**config.mk**
```make
export PLATFORM = sky130hd
export DESIGN_NAME = pfcs_div_cell
export DESIGN_NICKNAME = d
export VERILOG_FILES = /design/src/rtl/pfcs_pkg.sv /design/src/rtl/pfcs_div_cell.sv
export SDC_FILE = /design/constraint.sdc
export NUM_CORES = 1
export LEC_CHECK = 0
export ABC_AREA = 1
export BUFFER_PORTS_ARGS = -buffer_cell sky130_fd_sc_hd__buf_2
export CORE_MARGIN = 10
export CORE_UTILIZATION = 25
export CTS_CLUSTER_DIAMETER = 150
export DETAILED_ROUTE_END_ITERATION = 8
export HOLD_SLACK_MARGIN = 0.1
export PLACE_DENSITY = 0.52
export SKIP_CTS_REPAIR_TIMING = 1
export SLEW_MARGIN = 30
export SYNTH_ARGS = -nofsm -noshare
export SYNTH_HDL_FRONTEND = slang
export SYNTH_SLANG_ARGS = --single-unit
```
**constraint.sdc**
```tcl
create_clock -name clk_i -period 1.3 [get_ports clk_i]
set_input_delay 0.26 -clock clk_i [delete_from_list [all_inputs] [get_ports clk_i]]
set_output_delay 0.26 -clock clk_i [all_outputs]
set_load 0.1 [all_outputs]
```
**src/rtl/pfcs_pkg.sv**
```systemverilog
`default_nettype none
package pfcs_pkg;

  localparam int HalfHeight = 360;
  // Quotient magnitude width: |column * height| reaches 2^25.
  localparam int NumW       = 26;
  // Depth magnitude width: |row - pitch| stays below 2^11.
  localparam int DivW       = 11;
  localparam int CellCount  = NumW;

  typedef enum logic [2:0] {
    RegPitch  = 3'd0,
    RegHeight = 3'd1,
    RegSin    = 3'd2,
    RegCos    = 3'd3,
    RegOffU   = 3'd4,
    RegOffV   = 3'd5
  } reg_idx_e;

  typedef struct packed {
    logic signed [10:0] pitch;
    logic signed [15:0] height;
    logic signed [15:0] sin_yaw;
    logic signed [15:0] cos_yaw;
    logic signed [23:0] off_u;
    logic signed [23:0] off_v;
  } cfg_t;

  // One pixel in flight through the divider row: partial remainders and
  // shifting numerator/quotient words for both floor coordinates.
  typedef struct packed {
    logic [DivW-1:0] rem_x;
    logic [NumW-1:0] acc_x;
    logic [DivW-1:0] rem_y;
    logic [NumW-1:0] acc_y;
    logic [DivW-1:0] dmag;
    logic            neg_x;
    logic            neg_y;
    logic            ok;
  } div_t;

  // One restoring step on a single coordinate: shift in the next numerator
  // bit, subtract when it fits, shift the quotient bit in at the bottom.
  function automatic logic [DivW+NumW-1:0] div_bit(input logic [DivW-1:0] rem,
                                                   input logic [NumW-1:0] acc,
                                                   input logic [DivW-1:0] d);
    logic [DivW:0]   r2;
    logic [DivW:0]   diff;
    logic [DivW-1:0] rem_n;
    logic            q;
    r2   = {rem, acc[NumW-1]};
    diff = r2 - {1'b0, d};
    if (r2 >= {1'b0, d}) begin
      rem_n = diff[DivW-1:0];
      q     = 1'b1;
    end else begin
      rem_n = r2[DivW-1:0];
      q     = 1'b0;
    end
    return {rem_n, acc[NumW-2:0], q};
  endfunction

endpackage
`default_nettype wire

```
**src/rtl/pfcs_div_cell.sv**
```systemverilog
`default_nettype none
module pfcs_div_cell (
  input  wire logic           clk_i,
  input  wire logic           rst_ni,
  input  wire logic           en_i,
  input  wire logic           valid_i,
  input  wire pfcs_pkg::div_t data_i,
  output logic                valid_o,
  output pfcs_pkg::div_t      data_o
);

  logic           valid_q;
  pfcs_pkg::div_t data_q, data_d;

  always_comb begin
    data_d = data_i;
    {data_d.rem_x, data_d.acc_x} = pfcs_pkg::div_bit(data_i.rem_x, data_i.acc_x, data_i.dmag);
    {data_d.rem_y, data_d.acc_y} = pfcs_pkg::div_bit(data_i.rem_y, data_i.acc_y, data_i.dmag);
  end

  always_ff @(posedge clk_i or negedge rst_ni) begin
    if (!rst_ni) begin
      valid_q <= 1'b0;
    end else if (en_i) begin
      valid_q <= valid_i;
    end
  end

  always_ff @(posedge clk_i) begin
    if (en_i) begin
      data_q <= data_d;
    end
  end

  assign valid_o = valid_q;
  assign data_o  = data_q;

endmodule
`default_nettype wire

```
# == After elaboration in Yosys (flattened, before gate mapping) ==
# Cells that the tools add are included.
# totals
out_inout_bits,89
ff_bits,89
# classes
add_sub_neg,2
n_lt_le_gt_ge,2
mux,4
# op_table
cell,count
12-bit by 11-bit greater-or-equal comparator with 1-bit output,2
11-bit 2-to-1 mux,2
11-bit subtractor,2
1-bit 2-to-1 mux,2

# == Logic depth before layout (Yosys ltp) ==
# Gate-level depths: netlist of run 1.
# depth
depth_word,2
mapped_depth,11

# == Least setup slack after synthesis of run 1 ==
# No wires, ideal clock.
# synth_path
path_type,input port to flip-flop
from,input data_i[76] (netlist bit)
to,register data_q (netlist bit data_o[79]) (data pin)
setup_ns,0.256
arrival_time_ns,1.512
n_path_buf,1
path_stages,10
slack_ns,-0.468
required_ns,1.044
cell_sequence,inv_1 > ha_1 > fa_1 > inv_1 > nand3_1 > nand3_2 > nand2_4 > nand4_4 > buf_12 > o21ai_1
# synth_lines
element,line,text
from (decl),pfcs_div_cell.sv:7,"input wire pfcs_pkg::div_t data_i,"
to (signal assigned),pfcs_div_cell.sv:31,data_q <= data_d;
to (decl),pfcs_div_cell.sv:13,"pfcs_pkg::div_t data_q, data_d;"

==> impl_results.md, run 1 <==
- Status: finished with violations
- Failing checks: setup timing
- CP Capture Type: flop
- Yosys top cell by area: edfxtp_1
- Commonest non-fill, non-tap cells in the layout: buf_12, edfxtp_1, buf_2, nand2_1, buf_4
- Initial antenna violation count: 1
- Final Cycle Share: 111.4%
- Hold Startpoint: data_i[6]
- Design Power: 11.16 mW
- Slew Viols, Final: 0
- CTS buffer count: 9
- CTS tree: yes
- GPL Wtd Cong: 0.8608
- Pwr dens: 1209 nW/um^2
- DRT Pass-1 Iters: 4
- Endpoints failing setup: 24
- CP max stage cell: ha_4
- Routed vias/inst: 4.297
- Post-layout minimum cycle time: 1.448 ns
- Crit path from: data_i[12]
- Ys Warns: 0
- Post-detailed-route count of antenna-violating nets: 0
- Max-Cap Viols: 0
- Met2 Use GR: 19.52%
- Worst slew pin tran: 0.2367 ns
- Final WS setup: -0.1476 ns
- Vias in the first global route: 4039
- CTS Root Cell: clkbuf_16
- Sequential share of the synthesized area: 58.60%
- Crit path largest cell delay: 0.32 ns
- Mean Syn Cell Area: 11.10 um^2
- Worst Skew: 0 ns
- Largest net degree at the start of global routing: 38
- DR vias: 4147
- Antenna fix cells: 0
- Hold Path Stages: 1
- Die H: 154.9 um
- Worst setup SP type: input port
- Half-perimeter wire length after placement: 13350 um
- Initial core utilization: 25.34%
- Share of the synthesized area in the top cell type: 58.05%
- Post-synth cell types: 31
- Placed cells: 876
- Area grow syn2layout: 102.8%
- Most common cell after layout, fill and taps aside: buf_12
- WP data required: 1.40 ns
- FP Rows: 49
- Maximum VDD drop: 684.1 uV
- Critical path, cell by cell: buf_8 -> clkinvlp_4 -> ha_4 -> nand4_1 -> nor2_4 -> nand2_8 -> buf_6 -> nand4_1 -> nand2_2
- Aggregate routed wire length: 17090 um
- Max Fanout on Critical Path: 6
- Worst R2R Path Depth: 1
- Tot GR Track Use: 12.60%
- Relative slew slack: 84.19%
- Met1 GRT Util: 15.68%
- Worst R2R End: valid_o$_DFFE_PN0P_
- Synthesized flop and latch total: 89
- Worst skew pair latency: 0.34 ns
- Reg2reg setup slack: 0.51 ns
- Synth Net Count: 526
- Clk slew on worst S/H paths: 0.07 ns
- 1st-iter DRT viols: 129
- First-pass GRT wire length: 23610 um
- Critical Path Sink: data_o[50]$_DFFE_PP_
- Area contributors post-synth: edfxtp_1, nand2_1, ha_1
- M3 GR Usage: 5.156%
- Critical path class: in2reg
- Mapped Area: 4552 um^2
- Share of post-route cells with drive strength above 1: 56.11%
- Layer with the highest usage: met2
- Worst min path class: in2reg
- Drt wl/cell: 17.71 um
- Core ar.: 17960 um^2
- Residual DRC count: 0
- Die X: 154.9 um
- Ports: 181
- Reg2reg start: valid_o$_DFFE_PN0P_
- PortBufs: 180
- Post-Synthesis Cells: 410
- Nets: 847
- Die ar.: 24000 um^2
- Critical path's most frequent cell: nand4_1
- Clk sinks: 89
- Final Hold Viols: 0
- P_leak: 3.993 nW
- Clk buf depth: 2
- Fin cells: 965
- Setup Total Neg Slack: -2.698 ns
- Htree depth: 3
- RSZ-0062 raised after global routing: true
- Peak Freq: 690.8 MHz
- GRT overflow: 0
- CP arrival: 1.55 ns
==> synth_stat cells (all sizes together) <==
| master | number |
|---|---|
| nor2 | 22 |
| mux2 | 1 |
| nand3b | 8 |
| and2 | 2 |
| dfrtp | 1 |
| nand3 | 30 |
| ha | 22 |
| fa | 2 |
| xor2 | 4 |
| inv | 64 |
| a21oi | 8 |
| buf | 4 |
| nand4 | 20 |
| nand2 | 120 |
| o21ai | 10 |
| edfxtp | 88 |
| or2 | 2 |
| xnor2 | 2 |
==> per-stage QoR <==
step | hold slack, ns | area [um^2] | setup slack (ns) | util [%]
floorplan | -0.03559 | 4843 | -0.3778 | -
global placement | 0.03560 | 7802 | -0.6514 | 43.44
detailed placement | 0.03863 | 7802 | -0.6791 | 43.44
CTS | -0.3433 | 8082 | -0.3010 | 44.99
global route | 0.1032 | 9233 | -0.2238 | 51.40
finish | 0.1181 | 9233 | -0.1476 | 51.40
==> layer usage <==
layer	routed length [um]	part of all wire [%]
met1	7393	43
met2	7905	46
met3	1525	8.9
met4	244	1.4
met5	20	0.12
==> state kept, by name, summed over array words and instances, names as in the netlist <==
register and flops:
valid_o 1, data_o 88
==> power breakdown <==
group / switching [mW] / internal [mW]
registers: 0.228 / 3.50
logic: 3.04 / 1.91
clock network: 1.16 / 1.32
==> critical path: cells and delay by family <==
family,cells,cell delay [ns]
buffers and inverters,3,0.34
AND/OR/NAND/NOR,5,0.62
adder cells (fa/ha/maj),1,0.32
==> how the worst min path moves through the flow <==
stage                     endpoint
2_1_floorplan  valid_o$_DFFE_PN0P_
3_3_place_gp   valid_o$_DFFE_PN0P_
3_5_place_dp   valid_o$_DFFE_PN0P_
4_1_cts        valid_o$_DFFE_PN0P_
5_1_grt        data_o[6]$_DFFE_PP_
6_report       data_o[6]$_DFFE_PP_
==> kinds of logic after synthesis <==
family                   synth area share [%]
multiplexers                           0.2474
AO/OA/AOI/OAI                           2.392
AND/OR/NAND/NOR                         24.30
flip-flops                              58.60
buffers and inverters                   6.377
XOR/XNOR                                1.154
adder cells (fa/ha/maj)                 6.927
==> cell type report <==
type	instances	area [um^2]
tap	229	286.5
multi-input combinational	257	2236
clock inverter	6	50.05
timing repair buffer	310	3477
clock buffer	10	229.0
inverter	64	286.5
sequential	89	2668
fill	1556	8731
Note: power is estimated with default switching activity, not from simulation.
==> run 2, diff against run 1 <==
- BUFFER_PORTS_ARGS: -buffer_cell sky130_fd_sc_hd__buf_2 -> unset
- CTS_BUF_LIST: unset -> sky130_fd_sc_hd__clkbuf_4 sky130_fd_sc_hd__clkbuf_8
- DONT_BUFFER_PORTS: unset -> 1
- PLACE_DENSITY: 0.52 -> 0.43
==> run 2 against run 1 <==
Against the previous run:
- the run ends with hold timing, setup timing left
- clock-buffer cell count fell by 1
- via count decreased by 7.4%
- die area is the same
- wire length fell by 5.9%
- clock power fell by 24%
- sequential power is 2% lower
- maximum frequency increased by 8.5%
- critical path depth shrank 1
- non-clock buffer count down 81
- cell count decreased by 8.5%
- sequential share of layout area increased by 4.6 points
==> impl_results.md, run 2 (synthesized netlist as in run 1, its figures left out) <==
- Status: finished with violations
- Failing checks: hold timing, setup timing
- RSZ-0062 raised after global routing: true
- GRT overflow: 0 (unchanged)
- Clk sinks: 89 (unchanged)
- Fin cells: 883 (-8.5%)
- Critical path, cell by cell: inv_1 -> ha_2 -> nand2_1 -> nor2_4 -> nand2_2 -> and2_2 -> nand4_1 -> nand2_1
- CP max stage cell: ha_2
- Dpl cell area: 6539 um^2 (-16%)
- Endpoints failing setup: 11 (-54%)
- Die H: 154.9 um (unchanged)
- WP data required: 1.43 ns (+0.03 ns)
- P_leak: 3.343 nW (-16%)
- Final Hold Viols: 21 (+21)
- Most common cell after layout, fill and taps aside: nand2_1
- Slew Viols, Final: 0 (unchanged)
- Worst R2R Path Depth: 1 (unchanged)
- Worst setup SP type: input port
- FP Rows: 49 (unchanged)
- Max Fanout on Critical Path: 6 (unchanged)
- Worst Skew: 0 ns (unchanged)
- Crit path largest cell delay: 0.38 ns (+0.06 ns)
- Util after Layout: 44.40% (-7.0 points)
- Reg2reg start: valid_o$_DFFE_PN0P_
- Die X: 154.9 um (unchanged)
- Residual DRC count: 0 (unchanged)
- Peak Freq: 749.7 MHz (+8.5%)
- Routed vias/inst: 4.349 (+1.2%)
- Share of post-route cells with drive strength above 1: 43.58% (-13 points)
- CP arrival: 1.46 ns (-0.09 ns)
- DRT Pass-1 Iters: 4 (unchanged)
- CTS Root Cell: clkbuf_8
- Placed cells: 781 (-11%)
- Pwr dens: 1237 nW/um^2 (+2.3%)
- DR vias: 3840 (-7.4%)
- # fillers: 1645 (+5.7%)
- Initial core utilization: 25.34% (unchanged)
- Crit-path leading delay family: simple AND/OR/NAND/NOR gates
- Maximum VDD drop: 711.1 uV (+3.9%)
- Die ar.: 24000 um^2 (unchanged)
- Clk buf depth: 2 (unchanged)
- Final Instance Area: 7976 um^2 (-14%)
- CTS tree: yes
- Largest net degree at the start of global routing: 90 (+140%)
- Hold Path Stages: 0 (-1)
- Min Hold Slack: -0.03472 ns (-0.1528 ns)
- Worst slew pin tran: 0.2839 ns (+0.04721 ns)
- Max-Cap Viols: 0 (unchanged)
- Commonest non-fill, non-tap cells in the layout: nand2_1, edfxtp_1, dlygate4sd3_1, buf_4, buf_6
- Core ar.: 17960 um^2 (unchanged)
- Htree depth: 3 (unchanged)
- Worst R2R End: valid_o$_DFFE_PN0P_
- Worst hold endpoint: data_o[14]$_DFFE_PP_
- Reg2reg setup slack: 0.50 ns (about the same)
- Nets: 765 (-9.7%)
- Ports: 181 (unchanged)
- First-pass GRT wire length: 21560 um (-8.7%)
- Critical path class: in2reg
- Relative slew slack: 81.23% (-3.0 points)
- Post-detailed-route count of antenna-violating nets: 0 (unchanged)
- Tot GR Track Use: 11.64% (-0.96 points)
- Max reg flops: 88 (unchanged)
- Final WS setup: -0.03388 ns (+0.1138 ns)
- CTS buffer count: 9 (unchanged)
- Final Cycle Share: 102.6% (-8.8 points)
- Drt wl/cell: 18.20 um (+2.8%)
- Critical path's most frequent cell: nand2_1
- Worst Path Buf+Inv: 1 (-2)
- CP Capture Type: flop
- PortBufs: 0 (-100%)
- Clk slew on worst S/H paths: 0.12 ns (+0.05 ns)
- Worst min path class: in2reg
- Half-perimeter wire length after placement: 11820 um (-11%)
- Initial antenna violation count: 0 (-1)
- 1st-iter DRT viols: 183 (+42%)
- GPL Wtd Cong: 0.8622 (+0.16%)
- Post-layout minimum cycle time: 1.334 ns (-0.1138 ns)
- Vias in the first global route: 3564 (-12%)
- Antenna fix cells: 0 (unchanged)
- Crit path from: data_i[13]
- Hold Startpoint: en_i
- Worst skew pair latency: 0.37 ns (+0.03 ns)
- Area grow syn2layout: 75.23%
- Aggregate routed wire length: 16070 um (-5.9%)
## run 2: changes by cell type in the layout (fill, tap and decap cells not counted), sizes merged
| cell | before | now |
|---|---|---|
| clkinvlp | 7 | 8 |
| buf | 253 | 152 |
| clkbuf | 10 | 9 |
| nand4 | 24 | 23 |
| dlygate4sd3 | 57 | 77 |
## run 2: metrics by stage
| stage | worst slack [ns] | hold slack [ns] | TNS, ns | power (mW) |
|---|---|---|---|---|
| after global routing | -0.1110 | -0.06133 | -1.864 | 10.30 |
| final | -0.03388 | -0.03472 | -0.2143 | 9.866 |
| after detailed placement | -0.5372 | -0.03554 | -11.63 | 7.608 |
| after floorplan | -0.3778 | -0.03559 | -7.164 | 6.428 |
| after CTS | -0.09155 | -0.4589 | -1.870 | 9.556 |
| after global placement | -0.5176 | -0.03554 | -11.12 | 7.604 |
## run 2: how the worst max path moves through the flow
stage / endpoint / slack, ns / cells past startpoint
3_5_place_dp: data_o[42]$_DFFE_PP_ / -0.54 / 8
4_1_cts: data_o[47]$_DFFE_PP_ / -0.09 / 8
3_3_place_gp: data_o[41]$_DFFE_PP_ / -0.52 / 8
2_1_floorplan: data_o[79]$_DFFE_PP_ / -0.38 / 10
6_report: data_o[82]$_DFFE_PP_ / -0.03 / 8
5_1_grt: data_o[82]$_DFFE_PP_ / -0.11 / 8
## run 2: report_power, final
part           leakage [nW]  switching, mW  internal, mW
sequential            0.873          0.177          3.49
clock                0.0921           1.16         0.736
combinational          2.38           2.82          1.48
## run 2: final cells by class
| type | count | area [um^2] | share of cell area, % |
|---|---|---|---|
| timing repair buffer | 229 | 2504 | 31.39 |
| tap | 229 | 286.5 | 3.592 |
| multi-input combinational | 256 | 2043 | 25.62 |
| clock inverter | 7 | 60.06 | 0.7529 |
| clock buffer | 9 | 123.9 | 1.553 |
| inverter | 64 | 291.5 | 3.655 |
| sequential | 89 | 2668 | 33.44 |
## run 2: routing by layer
metal  GRT usage, %  wire length, um
met4          3.239              125
met3          6.231             1811
met1          14.10             7080
met5              0                0
met2          17.53             7057
